===== src/rtl/ps2_mouse_packet_tracker_core_defines.svh =====
// Assertion macros used by the packet tracker back end
`ifndef PS2_MOUSE_PACKET_TRACKER_CORE_DEFINES_SVH
`define PS2_MOUSE_PACKET_TRACKER_CORE_DEFINES_SVH

// clocked property, checked outside reset
`define PS2MPT_ASSERT(lbl, prop, msg) \
  lbl: assert property (@(posedge clk) disable iff (rst) prop) else $error(msg);

// condition that must never hold
`define PS2MPT_NEVER(lbl, cond, msg) \
  `PS2MPT_ASSERT(lbl, !(cond), msg)

`endif


===== src/rtl/ps2mpt_pkg.sv =====
// Shared types and constants of the PS/2 mouse packet tracker
`timescale 1ns / 1ps
package ps2mpt_pkg;

  localparam int SYNC_BIT  = 3;
  localparam int LEFT_BIT  = 0;
  localparam int RIGHT_BIT = 1;

  localparam logic [11:0] RESET_X      = 12'd512;
  localparam logic [11:0] RESET_Y      = 12'd384;
  localparam logic [12:0] RESET_WIDTH  = 13'd1024;
  localparam logic [12:0] RESET_HEIGHT = 13'd768;
  localparam logic [11:0] POS_MAX      = 12'd4095;

  localparam logic CFG_SCREEN_WIDTH  = 1'b0;
  localparam logic CFG_SCREEN_HEIGHT = 1'b1;

  localparam int QDEPTH = 2;
  localparam int QAW    = $clog2(QDEPTH);

  typedef struct packed {
    logic       left;
    logic       right;
    logic [7:0] x_delta;
    logic [7:0] y_delta;
  } pkt_t;

endpackage


===== src/rtl/ps2mpt_front.sv =====
// Front end: byte sync and three-byte packet assembly
`timescale 1ns / 1ps
module ps2mpt_front
  import ps2mpt_pkg::*;
(
  input  logic       clk,
  input  logic       rst,
  input  logic       in_valid,
  output logic       in_stall,
  input  logic [7:0] rx_byte,
  input  logic       q_full,
  output logic       push,
  output pkt_t       push_pkt
);

  typedef enum logic [1:0] {
    PH_HEADER = 2'd0,
    PH_XBYTE  = 2'd1,
    PH_YBYTE  = 2'd2
  } phase_t;

  phase_t     phase;
  logic [7:0] header_byte;
  logic [7:0] x_delta_byte;
  logic       accept;

  assign in_stall = q_full;
  assign accept   = in_valid && !q_full;
  assign push     = accept && (phase == PH_YBYTE);

  assign push_pkt.left    = header_byte[LEFT_BIT];
  assign push_pkt.right   = header_byte[RIGHT_BIT];
  assign push_pkt.x_delta = x_delta_byte;
  assign push_pkt.y_delta = rx_byte;

  always_ff @(posedge clk) begin
    if (rst) begin
      phase        <= PH_HEADER;
      header_byte  <= '0;
      x_delta_byte <= '0;
    end else if (accept) begin
      case (phase)
        PH_XBYTE: begin
          x_delta_byte <= rx_byte;
          phase        <= PH_YBYTE;
        end
        PH_YBYTE: begin
          phase <= PH_HEADER;
        end
        default: begin
          if (rx_byte[SYNC_BIT]) begin
            header_byte <= rx_byte;
            phase       <= PH_XBYTE;
          end else begin
            phase <= PH_HEADER;
          end
        end
      endcase
    end
  end

endmodule


===== src/rtl/ps2mpt_queue.sv =====
// Short packet queue between front and back ends
`timescale 1ns / 1ps
module ps2mpt_queue
  import ps2mpt_pkg::*;
(
  input  logic clk,
  input  logic rst,
  input  logic push,
  input  pkt_t push_pkt,
  output logic full,
  input  logic pop,
  output logic avail,
  output pkt_t pop_pkt
);

  pkt_t           mem [QDEPTH];
  logic [QAW-1:0] wr_ptr;
  logic [QAW-1:0] rd_ptr;
  logic [QAW:0]   count;
  logic           do_push;
  logic           do_pop;

  assign full    = (count == (QAW+1)'(QDEPTH));
  assign avail   = (count != '0);
  assign do_push = push && !full;
  assign do_pop  = pop && avail;
  assign pop_pkt = mem[rd_ptr];

  always_ff @(posedge clk) begin
    if (do_push) begin
      mem[wr_ptr] <= push_pkt;
    end
  end

  always_ff @(posedge clk) begin
    if (rst) begin
      wr_ptr <= '0;
      rd_ptr <= '0;
      count  <= '0;
    end else begin
      if (do_push) begin
        wr_ptr <= (wr_ptr == QAW'(QDEPTH - 1)) ? '0 : wr_ptr + 1'b1;
      end
      if (do_pop) begin
        rd_ptr <= (rd_ptr == QAW'(QDEPTH - 1)) ? '0 : rd_ptr + 1'b1;
      end
      case ({do_push, do_pop})
        2'b10:   count <= count + 1'b1;
        2'b01:   count <= count - 1'b1;
        default: count <= count;
      endcase
    end
  end

endmodule


===== src/rtl/ps2mpt_back.sv =====
// Back end: cursor move, clamp, button events and output register
`timescale 1ns / 1ps
`include "ps2_mouse_packet_tracker_core_defines.svh"
module ps2mpt_back
  import ps2mpt_pkg::*;
#(
  parameter int MARGIN_X = 24,
  parameter int MARGIN_Y = 32
) (
  input  logic        clk,
  input  logic        rst,
  input  logic [12:0] screen_width,
  input  logic [12:0] screen_height,
  input  logic        avail,
  input  pkt_t        pkt,
  output logic        pop,
  output logic        out_valid,
  input  logic        out_stall,
  output logic [11:0] cursor_x,
  output logic [11:0] cursor_y,
  output logic        left_press,
  output logic        right_press,
  output logic        left_drag,
  output logic        left_release
);

  function automatic logic [11:0] clamp_axis(logic signed [13:0] p, logic [12:0] size,
                                             logic [6:0] margin);
    logic signed [14:0] lim;
    logic signed [14:0] pe;
    logic [11:0]        res;
    lim = $signed({2'b00, size}) - $signed({8'b0, margin});
    pe  = 15'(p);
    if (lim < 0) begin
      lim = '0;
    end else if (lim > $signed({3'b000, POS_MAX})) begin
      lim = $signed({3'b000, POS_MAX});
    end
    if (pe < 0) begin
      res = '0;
    end else if (pe >= lim) begin
      res = lim[11:0];
    end else begin
      res = pe[11:0];
    end
    return res;
  endfunction

  logic [11:0]        pos_x;
  logic [11:0]        pos_y;
  logic               left_was_down;
  logic               right_was_down;
  logic signed [13:0] dx;
  logic signed [13:0] dy;
  logic signed [13:0] nx;
  logic signed [13:0] ny;
  logic [11:0]        pos_x_next;
  logic [11:0]        pos_y_next;

  assign pop = avail && (!out_valid || !out_stall);

  always_comb begin
    dx         = 14'($signed(pkt.x_delta));
    dy         = 14'($signed(pkt.y_delta));
    nx         = $signed({2'b00, pos_x}) + (dx <<< 1) + dx;
    ny         = $signed({2'b00, pos_y}) - ((dy <<< 1) + dy);
    pos_x_next = clamp_axis(nx, screen_width, 7'(MARGIN_X));
    pos_y_next = clamp_axis(ny, screen_height, 7'(MARGIN_Y));
  end

  always_ff @(posedge clk) begin
    if (rst) begin
      out_valid      <= 1'b0;
      pos_x          <= RESET_X;
      pos_y          <= RESET_Y;
      left_was_down  <= 1'b0;
      right_was_down <= 1'b0;
    end else if (pop) begin
      out_valid      <= 1'b1;
      pos_x          <= pos_x_next;
      pos_y          <= pos_y_next;
      left_was_down  <= pkt.left;
      right_was_down <= pkt.right;
    end else if (!out_stall) begin
      out_valid <= 1'b0;
    end
  end

  always_ff @(posedge clk) begin
    if (pop) begin
      cursor_x     <= pos_x_next;
      cursor_y     <= pos_y_next;
      left_press   <= pkt.left && !left_was_down;
      right_press  <= pkt.right && !right_was_down;
      left_drag    <= pkt.left && left_was_down;
      left_release <= !pkt.left && left_was_down;
    end
  end

  `PS2MPT_ASSERT(a_hold_pos, (out_valid && out_stall) |=> ($stable(pos_x) && $stable(pos_y)), "position moved under stall")
  `PS2MPT_ASSERT(a_pop_shows, pop |=> (out_valid && cursor_x == pos_x && cursor_y == pos_y), "result not shown after pop")
  `PS2MPT_NEVER(a_left_excl, out_valid && (left_press + left_drag + left_release) > 2'd1, "left events overlap")

endmodule


===== src/rtl/ps2_mouse_packet_tracker_core.sv =====
// Top level of the PS/2 mouse packet tracker
`timescale 1ns / 1ps
// Usage:
//   Input channel (in_valid, in_stall, rx_byte): one mouse byte per beat. Bytes
//   whose bit 3 is clear are dropped while waiting for a packet header; then
//   the next two bytes are taken as x and y movement.
//   Output channel (out_valid, out_stall, cursor_x, cursor_y and the button
//   events): one beat per completed three-byte packet, none for other bytes.
//   Config channel (cfg_valid, cfg_ready, cfg_index, cfg_data): index 0 is the
//   screen width, index 1 the screen height; always ready, write while idle.
//   Throughput: one byte per cycle while in_stall is low, set by the byte
//   assembler and the combinational move and clamp in the back end.
//   Result path: the packet enters the queue as its third byte is accepted,
//   then moves to the output register once the output is free.
//   Stall: out_stall holds the result; the queue absorbs two more packets,
//   after which in_stall rises until the output moves on.
//   Reset: cursor at 512, 384, buttons up, screen 1024 by 768, sync lost.
module ps2_mouse_packet_tracker_core
  import ps2mpt_pkg::*;
#(
  parameter int MARGIN_X = 24,
  parameter int MARGIN_Y = 32
) (
  input  logic        clk,
  input  logic        rst,
  input  logic        in_valid,
  output logic        in_stall,
  input  logic [7:0]  rx_byte,
  output logic        out_valid,
  input  logic        out_stall,
  output logic [11:0] cursor_x,
  output logic [11:0] cursor_y,
  output logic        left_press,
  output logic        right_press,
  output logic        left_drag,
  output logic        left_release,
  input  logic        cfg_valid,
  output logic        cfg_ready,
  input  logic        cfg_index,
  input  logic [12:0] cfg_data
);

  logic [12:0] screen_width;
  logic [12:0] screen_height;
  logic        push;
  pkt_t        push_pkt;
  logic        q_full;
  logic        pop;
  logic        avail;
  pkt_t        pop_pkt;

  assign cfg_ready = 1'b1;

  always_ff @(posedge clk) begin
    if (rst) begin
      screen_width  <= RESET_WIDTH;
      screen_height <= RESET_HEIGHT;
    end else if (cfg_valid && cfg_ready) begin
      case (cfg_index)
        CFG_SCREEN_WIDTH:  screen_width  <= cfg_data;
        CFG_SCREEN_HEIGHT: screen_height <= cfg_data;
        default:           screen_width  <= screen_width;
      endcase
    end
  end

  ps2mpt_front u_front (
    .clk      (clk),
    .rst      (rst),
    .in_valid (in_valid),
    .in_stall (in_stall),
    .rx_byte  (rx_byte),
    .q_full   (q_full),
    .push     (push),
    .push_pkt (push_pkt)
  );

  ps2mpt_queue u_queue (
    .clk      (clk),
    .rst      (rst),
    .push     (push),
    .push_pkt (push_pkt),
    .full     (q_full),
    .pop      (pop),
    .avail    (avail),
    .pop_pkt  (pop_pkt)
  );

  ps2mpt_back #(
    .MARGIN_X (MARGIN_X),
    .MARGIN_Y (MARGIN_Y)
  ) u_back (
    .clk           (clk),
    .rst           (rst),
    .screen_width  (screen_width),
    .screen_height (screen_height),
    .avail         (avail),
    .pkt           (pop_pkt),
    .pop           (pop),
    .out_valid     (out_valid),
    .out_stall     (out_stall),
    .cursor_x      (cursor_x),
    .cursor_y      (cursor_y),
    .left_press    (left_press),
    .right_press   (right_press),
    .left_drag     (left_drag),
    .left_release  (left_release)
  );

endmodule


===== config.mk =====
export PLATFORM = sky130hd
export DESIGN_NAME = ps2_mouse_packet_tracker_core
export DESIGN_NICKNAME = d
export VERILOG_FILES = /design/src/rtl/ps2mpt_pkg.sv /design/src/rtl/ps2mpt_front.sv /design/src/rtl/ps2mpt_queue.sv /design/src/rtl/ps2mpt_back.sv /design/src/rtl/ps2_mouse_packet_tracker_core.sv
export VERILOG_INCLUDE_DIRS = /design/src /design/src/rtl
export SDC_FILE = /design/constraint.sdc
export NUM_CORES = 1
export LEC_CHECK = 0
export BUFFER_PORTS_ARGS = -buffer_cell sky130_fd_sc_hd__buf_2
export CAP_MARGIN = 20
export CORE_AREA = 10 10 126 128
export DETAILED_ROUTE_END_ITERATION = 10
export DIE_AREA = 0 0 136 138
export PLACE_DENSITY = 0.79
export SLEW_MARGIN = 10
export SYNTH_ARGS = -nofsm -noshare
export SYNTH_HDL_FRONTEND = slang
export SYNTH_SLANG_ARGS = --single-unit

===== constraint.sdc =====
create_clock -name clk -period 6.8 [get_ports clk]
set_input_delay 0.68 -clock clk [delete_from_list [all_inputs] [get_ports clk]]
set_output_delay 0.68 -clock clk [all_outputs]
set_load 0.005 [all_outputs]

==> results of run 1 <==
[through the flow]
stage / hold WS, ns / util (%) / area (sq um) / std cells / power [uW]
final: 0.450 / 66.4 / 8970 / 1063 / 4760
after global placement: 0.433 / 61.8 / 8340 / 1030 / 3730
after floorplan: 0.425 / - / 7900 / 817 / 3130
after global routing: 0.442 / 66.4 / 8970 / 1063 / 5140
after detailed placement: 0.441 / 61.8 / 8340 / 1030 / 3770
after CTS: 0.437 / 66.3 / 8960 / 1062 / 4760
[worst max-delay path: stages, from the launching register on]
cell	delay, ns
dfxtp_1	0.63
mux2_2	0.44
ha_1	0.31
ha_1	0.20
or2_2	0.30
fa_1	0.42
a211oi_1	0.42
nor2_1	0.14
o221a_2	0.25
nor3_1	0.29
inv_1	0.08
ha_1	0.32
a21oi_1	0.15
o221ai_1	0.17
o31ai_2	0.44
buf_4	0.29
mux2i_1	0.33
nor2_1	0.06
[registers in the layout (all words and copies together) (netlist names), 8 cells and up, named ones only]
signal                cells
u_queue.mem              36
screen_width             13
u_back.cursor_x          12
u_back.cursor_y          12
u_front.x_delta_byte      8
u_back.pos_x             12
u_back.pos_y             12
screen_height            13
[how the worst max path moves through the flow]
stage | start | to | slack, ns | cells after the start
final | register | u_back.cursor_y[8] | 1.30 | 17
after global routing | register | u_back.cursor_y[8] | 0.98 | 18
after CTS | register | u_back.cursor_y[8] | 1.31 | 18
after detailed placement | register | u_back.cursor_y[8] | 1.32 | 18
after global placement | register | u_back.cursor_y[8] | 1.39 | 18
after floorplan | register | u_back.cursor_y[9] | 1.52 | 21
[final cells by class]
| class | instances | area, sq um | area share (%) |
|---|---|---|---|
| repair buffers | 64 | 340 | 3.80 |
| clock buffers | 17 | 425 | 4.74 |
| multi-input cells | 606 | 4290 | 47.8 |
| flip-flops and latches | 134 | 3320 | 37.1 |
| inverters | 47 | 176 | 1.97 |
| well taps | 180 | 225 | 2.51 |
| clock inverters | 15 | 191 | 2.13 |
[metal layers]
metal | up-vias | global-route usage, % | wire (um)
li1 | 3039 | - | -
met1 | 2956 | 23.5 | 7780
met2 | 156 | 32.0 | 8920
met3 | 39 | 4.17 | 846
met4 | 0 | 8.47 | 491
met5 | - | 0 | 0
[layout by cell type, fill, tap and decap left out, drive strengths merged, types with 15 or more instances in the layout]
cell	netlist	layout
buf	6	64
o21ai	38	38
nand3	18	18
xnor2	16	16
fa	15	15
mux2i	31	31
mux2	15	15
nand2	100	100
dfxtp	70	70
nor3	19	19
a21oi	65	65
nor2	69	69
inv	46	53
edfxtp	64	64
ha	63	63
clkbuf	24	17
[power breakdown]
part           leakage, uW  switching [uW]  internal (uW)
registers          0.00117             101           1090
clock network     0.000298             372            585
logic              0.00235            1520           1090
total              0.00381            2000           2770
[cell families after synthesis]
| group | after synthesis | share of synthesized area, % |
|---|---|---|
| AND/OR/NAND/NOR | 264 | 15.7 |
| XOR/XNOR | 26 | 2.98 |
| buffers and inverters | 77 | 3.80 |
| AO/OA/AOI/OAI | 189 | 15.5 |
| multiplexers | 46 | 6.07 |
| flip-flops | 134 | 42.1 |
| other | 1 | 0.0475 |
| adder cells (fa/ha/maj) | 78 | 13.8 |
==> results.json, run 1 <==
{
  "fp.dieW_um": 136,
  "rows": 43,
  "grt_max_degree": 52,
  "synth_cells": 815,
  "slew_violations": 0,
  "cts_resized": 0,
  "coreArea_sq_um": 13500,
  "clk-insertion-delay-late_ns": 0.43,
  "cts.path.max_buffers": 2,
  "nNetsFinal": 975,
  "drt_pass1_iterations": 5,
  "max_freq_mhz": 182,
  "finClkSkew_ns": 0.00822,
  "min_to": "u_queue.mem[1][4]",
  "wl_um": 18000,
  "status": "completed",
  "ys_ff_latch": 134,
  "reg2reg_depth": 17,
  "ir_worst_vdd_v": 0.000284,
  "worstSetupStartpointType": "register",
  "critical_path_class": "reg -> reg",
  "tns_ns": 0,
  "vias": 6190,
  "cts_tree": "done",
  "syn_area_sq_um": 7900,
  "min_path_type": "in -> reg",
  "grt_pass1_vias": 5998,
  "cts-buffers-inserted": 17,
  "routed_via_density": 5.82,
  "hp-start": "rx_byte[4]",
  "drc": 0,
  "drt_iter0_drc": 484,
  "worst_pin_slew_ns": 1.02,
  "die_area_sq_um": 18800,
  "htree_levels": 4,
  "cts_setup_buffers": 0,
  "rsz0062_at_grt": "false",
  "io_buffers": 56,
  "worstPathRequired_ns": 6.96,
  "hold_violations": 0,
  "antenna_found_initial": 0,
  "fillCellCount": 1033,
  "post-route-period-util_pct": 80.9,
  "pin_count": 58,
  "reg2reg_slack_ns": 1.30,
  "leakage_uw": 0.00381,
  "max_cap_violations": 0,
  "preCtsSetupSlack_ns": 1.32,
  "cts_hold_buf": 0,
  "fin_crit_ns": 5.50,
  "worstSetupEndpointType": "register",
  "synth_edf_count": 64,
  "relSlewSlack_pct": 32.3,
  "grt-ovfl-total": 0,
  "yosysWarnings": 0,
  "antenna_left": 0,
  "syn_to_final_growth_pct": 13.6,
  "synth_commonest_cells": "nand2_1, dfxtp_1, nor2_1",
  "syn_area_per_cell_sq_um": 9.69,
  "start_util_pct": 58.5,
  "hold_depth": 1,
  "layout-drive-gt1-share_pct": 14.5,
  "path_clk_slew_ns": 0.06,
  "cts_root_buf": "clkbuf_16",
  "rr_endpoint": "u_back.cursor_y[8]",
  "worstPathArrival_ns": 5.66,
  "wl_per_cell_um": 17.0,
  "die_y_um": 138,
  "grt_usage_pct": 19.3,
  "dp.final_hpwl_um": 13200,
  "ys_top_cells_by_area": "edfxtp_1, dfxtp_1, ha_1",
  "setup_viol_count_final": 0,
  "yosys_most_used_dff": "dfxtp_1",
  "synth_area_leader_cell": "edfxtp_1",
  "worstPathMaxFanout": 11,
  "ys_seq_area_share_pct": 42.1,
  "grt_pass1_wl_um": 29400,
  "yosysMostFrequentCell": "nand2_1",
  "p_per_area_nw_per_um2": 531,
  "synthArstFlopShare_pct": 0,
  "synth.distinct_cells": 72,
  "fin_ws_ns": 1.30,
  "globalplace.congestion": 0.903,
  "yosysTopAreaCellShare_pct": 24.3,
  "cts.sinks": 134,
  "n_antenna_cell": 0
}
No activity file was read; power rests on OpenSTA's default activity.
==> inputs of run 2 (changes only) <==
- ABC_AREA: unset -> 1
- CORE_AREA: 10 10 126 128 -> 10 10 132 134
- DIE_AREA: 0 0 136 138 -> 0 0 142 144
- PLACE_DENSITY: 0.79 -> 0.75
- clock period: 6.8 -> 4.8 ns (I/O delays scaled with it)
==> run 2 against run 1 <==
  * Die area rose by 9.0%
  * Synthesized cell count rose by 13%
  * Fmax rose by 23%
  * Critical path depth rose by 10
  * Core utilization fell by 6.0 points
  * Sequential share of layout area fell by 0.062 points
  * Register-to-register slack got worse by 0.97 ns
  * Worst setup slack got worse by 0.97 ns
==> results.json, run 2 <==
{
  "wl_um": 17900,
  "ys_seq_area_share_pct": 41.7,
  "cp_slowest_cell": "fa_1",
  "slew_violations": 0,
  "max_freq_mhz": 224,
  "synthArstFlopShare_pct": 0,
  "cts_hold_buf": 0,
  "reg2reg_slack_ns": 0.33,
  "hold_depth": 1,
  "cts_tree": "done",
  "start_util_pct": 53.6,
  "worstSetupStartpointType": "register",
  "antenna_left": 0,
  "vias": 6255,
  "ys_top_cells_by_area": "edfxtp_1, dfxtp_1, ha_1",
  "syn_to_final_growth_pct": 12.8,
  "syn_area_sq_um": 7970,
  "nNetsFinal": 1081,
  "grt_usage_pct": 17.6,
  "critical_path_class": "reg -> reg",
  "yosys_most_used_dff": "dfxtp_1",
  "preCtsSetupSlack_ns": 0.0427,
  "largest_reg_flops": 36,
  "synth_cells": 920,
  "rr_endpoint": "u_back.cursor_y[1]",
  "fillCellCount": 1310,
  "cts.path.max_buffers": 2,
  "fin_crit_ns": 4.47,
  "routed_via_density": 5.32,
  "layout-drive-gt1-share_pct": 16.9,
  "top_register": "u_queue.mem",
  "setup_viol_count_final": 0,
  "synth_edf_count": 64,
  "reg2reg_depth": 27,
  "worstSetupEndpointType": "register",
  "worstPathArrival_ns": 4.65,
  "final_common_cell": "nand2_1",
  "globalplace.congestion": 0.881,
  "path_buf_inv": 5,
  "worstPathRequired_ns": 4.98,
  "worstPathMaxFanout": 17,
  "grt_pass1_vias": 6079,
  "status": "completed",
  "cts_root_buf": "clkbuf_16",
  "drt_iter0_drc": 423,
  "ys_ff_latch": 134,
  "post-route-period-util_pct": 93.2,
  "fp.dieW_um": 142,
  "top_regs": "u_queue.mem x36, screen_height x13, screen_width x13",
  "dp.final_hpwl_um": 13200,
  "endpoint": "u_back.cursor_y[1]",
  "crit_cells": 27,
  "yosysTopAreaCellShare_pct": 24.1,
  "grt_max_degree": 56,
  "layout_common_cells": "nand2_1, inv_1, dfxtp_1",
  "synth_area_leader_cell": "edfxtp_1",
  "rows": 45,
  "cp_slowest_stage_delay_ns": 0.44,
  "cts_setup_buffers": 0,
  "worst_pin_slew_ns": 0.853,
  "antenna_found_initial": 0,
  "min_path_type": "in -> reg",
  "grt-ovfl-total": 0,
  "syn_area_per_cell_sq_um": 8.66,
  "synth_commonest_cells": "nand2_1, inv_1, dfxtp_1",
  "pin_count": 58,
  "die_area_sq_um": 20400,
  "die_y_um": 144,
  "critPathTopFamily": "simple AND/OR/NAND/NOR gates",
  "critPathMostFrequentCell": "nand2_1",
  "io_buffers": 56,
  "fin_ws_ns": 0.328,
  "cts.sinks": 134,
  "path_clk_slew_ns": 0.06,
  "finClkSkew_ns": 0.00735,
  "n_antenna_cell": 0,
  "coreArea_sq_um": 14900,
  "cts-buffers-inserted": 17,
  "htree_levels": 4,
  "yosysWarnings": 0,
  "clk-insertion-delay-late_ns": 0.43,
  "yosysMostFrequentCell": "nand2_1",
  "synth.distinct_cells": 44,
  "max_cap_violations": 0,
  "wl_per_cell_um": 15.2,
  "drt_pass1_iterations": 5,
  "drc": 0,
  "relSlewSlack_pct": 42.7,
  "tns_ns": 0,
  "hold_violations": 0,
  "grt_pass1_wl_um": 29000
}
run 2: stage by stage:
stage               utilization (%)  hold slack (ns)  area [sq um]  instances
global route                   60.4            0.263          8980       1176
detailed placement             56.4            0.444          8380       1144
global placement               56.4            0.432          8380       1144
floorplan                         -            0.426          7970        922
CTS                            60.0            0.264          8920       1175
finish                         60.4            0.273          8980       1176
run 2: cell type report:
class | count | area, sq um | share of cell area (%)
multi-input cells | 631 | 4050 | 45.1
flip-flops and latches | 134 | 3320 | 37.0
inverters | 127 | 477 | 5.31
clock buffers | 17 | 425 | 4.74
repair buffers | 65 | 352 | 3.91
well taps | 188 | 235 | 2.62
clock inverters | 14 | 120 | 1.34
run 2: metal layers:
metal / up-vias / global-route usage [%] / wire (um)
li1: 3174 / - / -
met4: 0 / 8.07 / 499
met1: 2909 / 20.2 / 7690
met3: 33 / 4.26 / 723
met5: - / 0 / 0
met2: 139 / 30.3 / 8950
run 2: repair_timing:
| item | in CTS | in global routing |
|---|---|---|
| endpoints found under the setup margin | 0 | 34 |
| gates resized for setup | 0 | 12 |
| endpoints found under the hold margin | 0 | 0 |
run 2: kinds of logic (layout without fill, tap and decap cells):
group	Yosys count	count (layout)	share of synthesized area [%]
adder cells (fa/ha/maj)	78	78	13.7
buffers and inverters	158	223	8.23
multiplexers	15	15	2.01
AO/OA/AOI/OAI	182	182	12.7
flip-flops	134	134	41.7
AND/OR/NAND/NOR	322	323	18.4
other	1	3	0.0471
XOR/XNOR	30	30	3.30
run 2: worst min-delay path by stage:
stage | startpoint | to
after floorplan | u_front.header_byte[1] | u_queue.mem[0][16]
after global placement | u_front.x_delta_byte[4] | u_queue.mem[0][12]
after detailed placement | u_queue.rd_ptr | register
after CTS | rx_byte[3] | u_queue.mem[0][3]
after global routing | rx_byte[3] | u_queue.mem[1][3]
final | rx_byte[7] | u_queue.mem[1][7]
run 2: worst register-to-register path, delay by kind of cell, from the launching register on:
kind	cells	cell delay (ns)
buffers and inverters	5	0.46
AND/OR/NAND/NOR	15	1.51
AO/OA/AOI/OAI	1	0.14
XOR/XNOR	1	0.21
multiplexers	1	0.39
flip-flops	1	0.32
adder cells (fa/ha/maj)	4	1.22
Power of run 2 is left out: the tool's default activity adds up to more than one toggle a clock period on the data nets, which glitch-free logic cannot reach.
==> inputs of run 3 (changes only) <==
- BUFFER_PORTS_ARGS: -buffer_cell sky130_fd_sc_hd__buf_2 -> -buffer_cell sky130_fd_sc_hd__clkbuf_2
- CORE_AREA: 10 10 132 134 -> 10 10 135 137
- DIE_AREA: 0 0 142 144 -> 0 0 145 147
- PLACE_DENSITY: 0.75 -> 0.76
- SYNTH_HIERARCHICAL: unset -> 1
==> run 3 against run 2 <==
  * Clock skew grew 0.0022 ns
  * Worst hold slack lost 0.0019 ns
  * Worst setup slack lost 0.0030 ns
  * Synthesized area grew 6.8%
  * Core utilization grew 0.18 points
  * Flip-flop and latch count is the same
  * Die area grew 4.2%
  * Non-clock buffer count is the same
  * Global-route usage grew 0.81 points
  * Count of clock-buffer cells in the layout is the same
==> results.json, run 3 <==
{
  "status": "completed",
  "cts_hold_buf": 0,
  "ir_worst_vdd_v": 0.000249,
  "syn_to_final_growth_pct": 11.2,
  "finalPower_uw": 3020,
  "worstSetupEndpointType": "register",
  "cts.path.max_buffers": 2,
  "worst_pin_slew_ns": 0.716,
  "ys_seq_area_share_pct": 39.1,
  "globalplace.congestion": 0.924,
  "synth_area_leader_cell": "edfxtp_1",
  "worstPathArrival_ns": 4.66,
  "post-route-period-util_pct": 93.2,
  "syn_area_sq_um": 8510,
  "vias": 6899,
  "antenna_found_initial": 0,
  "fp.dieW_um": 145,
  "fin_util_pct": 60.6,
  "rows": 46,
  "rsz0062_at_grt": "false",
  "layout-drive-gt1-share_pct": 16.5,
  "hold_violations": 0,
  "dp.final_hpwl_um": 14900,
  "synth.area.mux_share_pct": 2.82,
  "synth_top_family_by_area": "simple AND/OR/NAND/NOR gates",
  "coreArea_sq_um": 15600,
  "drt_pass1_iterations": 5,
  "min_path_type": "in -> reg",
  "cts_setup_buffers": 0,
  "fillCellCount": 1366,
  "leakage_uw": 0.00464,
  "critPathMostFrequentCell": "nand2_1",
  "cp_slowest_cell": "fa_1",
  "fin_area_sq_um": 9450,
  "layout_common_cells": "nand2_1, inv_1, nor2_1",
  "grt_usage_pct": 18.4,
  "hp-start": "rx_byte[5]",
  "yosysWarnings": 6,
  "clk-insertion-delay-late_ns": 0.43,
  "tns_ns": 0,
  "yosys_most_used_dff": "dfxtp_1",
  "critPathTopFamily": "adder cells",
  "hold_ws_ns": 0.272,
  "grt_pass1_wl_um": 32100,
  "syn_area_per_cell_sq_um": 8.11,
  "worstPathRequired_ns": 4.99,
  "top_regs": "u_queue/mem x36, screen_height x13, screen_width x13",
  "antenna_left": 0,
  "finClkSkew_ns": 0.00956,
  "setup_viol_count_final": 0,
  "place_area_sq_um": 8900,
  "synth_edf_count": 64,
  "path_buf_inv": 3,
  "ys_top_cells_by_area": "edfxtp_1, dfxtp_1, nand2_1",
  "io_buffers": 56,
  "die_area_sq_um": 21300,
  "worstPathMaxFanout": 18,
  "routed_via_density": 5.20,
  "pin_count": 58,
  "synthArstFlopShare_pct": 0,
  "yosysMostFrequentCell": "nand2_1",
  "slew_violations": 0,
  "synth_compound_area_share_pct": 9.25,
  "grt_max_degree": 54,
  "grt-ovfl-total": 0,
  "worstSetupStartpointType": "register",
  "crit_chain": "buf_12, mux2_2, fa_1, ha_1, fa_1, nand3_1, nand2_1, nand2_1, nand3_1, xor2_1, inv_1, ha_1, nand2_1, o21ai_0, nor2_1, a21oi_1, nand2_4, nand2_2, nand2_1, nand2_1, inv_1",
  "cts-buffers-inserted": 17,
  "die_y_um": 147,
  "max_freq_mhz": 223,
  "path_clk_slew_ns": 0.06,
  "synth_simple_gate_area_share_pct": 24.1,
  "cts_resized": 0,
  "synth.distinct_cells": 43,
  "n_antenna_cell": 0,
  "final_common_cell": "nand2_1",
  "wl_um": 19700,
  "cts.sinks": 134,
  "grt_pass1_vias": 6472,
  "wl_per_cell_um": 14.9,
  "top_register": "u_queue/mem",
  "cts_root_buf": "clkbuf_16",
  "nNetsFinal": 1201,
  "cp_slowest_stage_delay_ns": 0.46,
  "yosysTopAreaCellShare_pct": 22.6,
  "synthAdderAreaFrac_pct": 12.4,
  "start_util_pct": 54.5,
  "drt_iter0_drc": 569,
  "critical_path_class": "reg -> reg",
  "htree_levels": 4,
  "fin_crit_ns": 4.47,
  "synth_commonest_cells": "nand2_1, inv_1, nor2_1",
  "ys_ff_latch": 134,
  "cts_tree": "done",
  "synth_cells": 1049,
  "relSlewSlack_pct": 52.2,
  "max_cap_violations": 0,
  "yosys.area_share.xor_xnor_pct": 2.16,
  "p_per_area_nw_per_um2": 319,
  "drc": 0,
  "largest_reg_flops": 36
}
[run 3: final timing paths]
| check | endpoint | slack (ns) | depth (start not counted) |
|---|---|---|---|
| max | u_back/cursor_x[6] | 0.33 | 21 |
| min | u_queue/mem[0][5] | 0.27 | 1 |
| max reg2reg | u_back/cursor_x[6] | 0.33 | 21 |
| min reg2reg | u_queue/mem[1][17] | 0.47 | 0 |
[run 3: final cells by class]
type / count / area [sq um] / share of cell area [%]
flip-flops and latches: 134 / 3320 / 35.2
multi-input cells: 715 / 4320 / 45.7
clock inverters: 15 / 133 / 1.40
well taps: 216 / 270 / 2.86
repair buffers: 65 / 360 / 3.81
clock buffers: 17 / 425 / 4.50
inverters: 166 / 623 / 6.59
[run 3: stage by stage]
stage | instances | setup slack, ns
final | 1328 | 0.325
after global routing | 1328 | 0.0165
after CTS | 1328 | 0.370
after detailed placement | 1296 | 0.438
after global placement | 1296 | 0.491
after floorplan | 1050 | 0.717
[run 3: cell families (layout without fill, tap and decap cells)]
group,Yosys count,in the layout
buf+inv,201,263
flops,134,134
other cells,2,3
fa+ha+maj,75,75
simple gates,460,460
xor+xnor,21,21
mux,18,18
compound gates,138,138
[run 3: worst reg2reg max path, cell delays in order (launching register included)]
cell and delay (ns):
dfxtp_1 0.35, buf_12 0.18, mux2_2 0.40, fa_1 0.46, ha_1 0.27, fa_1 0.44
nand3_1 0.11, nand2_1 0.12, nand2_1 0.09, nand3_1 0.08, xor2_1 0.24, inv_1 0.07
ha_1 0.30, nand2_1 0.05, o21ai_0 0.16, nor2_1 0.08, a21oi_1 0.24, nand2_4 0.12
nand2_2 0.24, nand2_1 0.09, nand2_1 0.11, inv_1 0.04
[run 3: routing by layer]
metal	vias to the layer above	track usage, %	share of wire, %
met1	3168	23.9	47
met5	-	0	0
met2	208	29.2	45
met3	42	3.84	5.9
li1	3481	-	-
met4	0	7.87	2.5
[run 3: where the power goes]
part           switching [uW]  total [uW]  internal [uW]
registers                25.1        1260           1230
logic                     333         511            178
clock network             568        1250            681
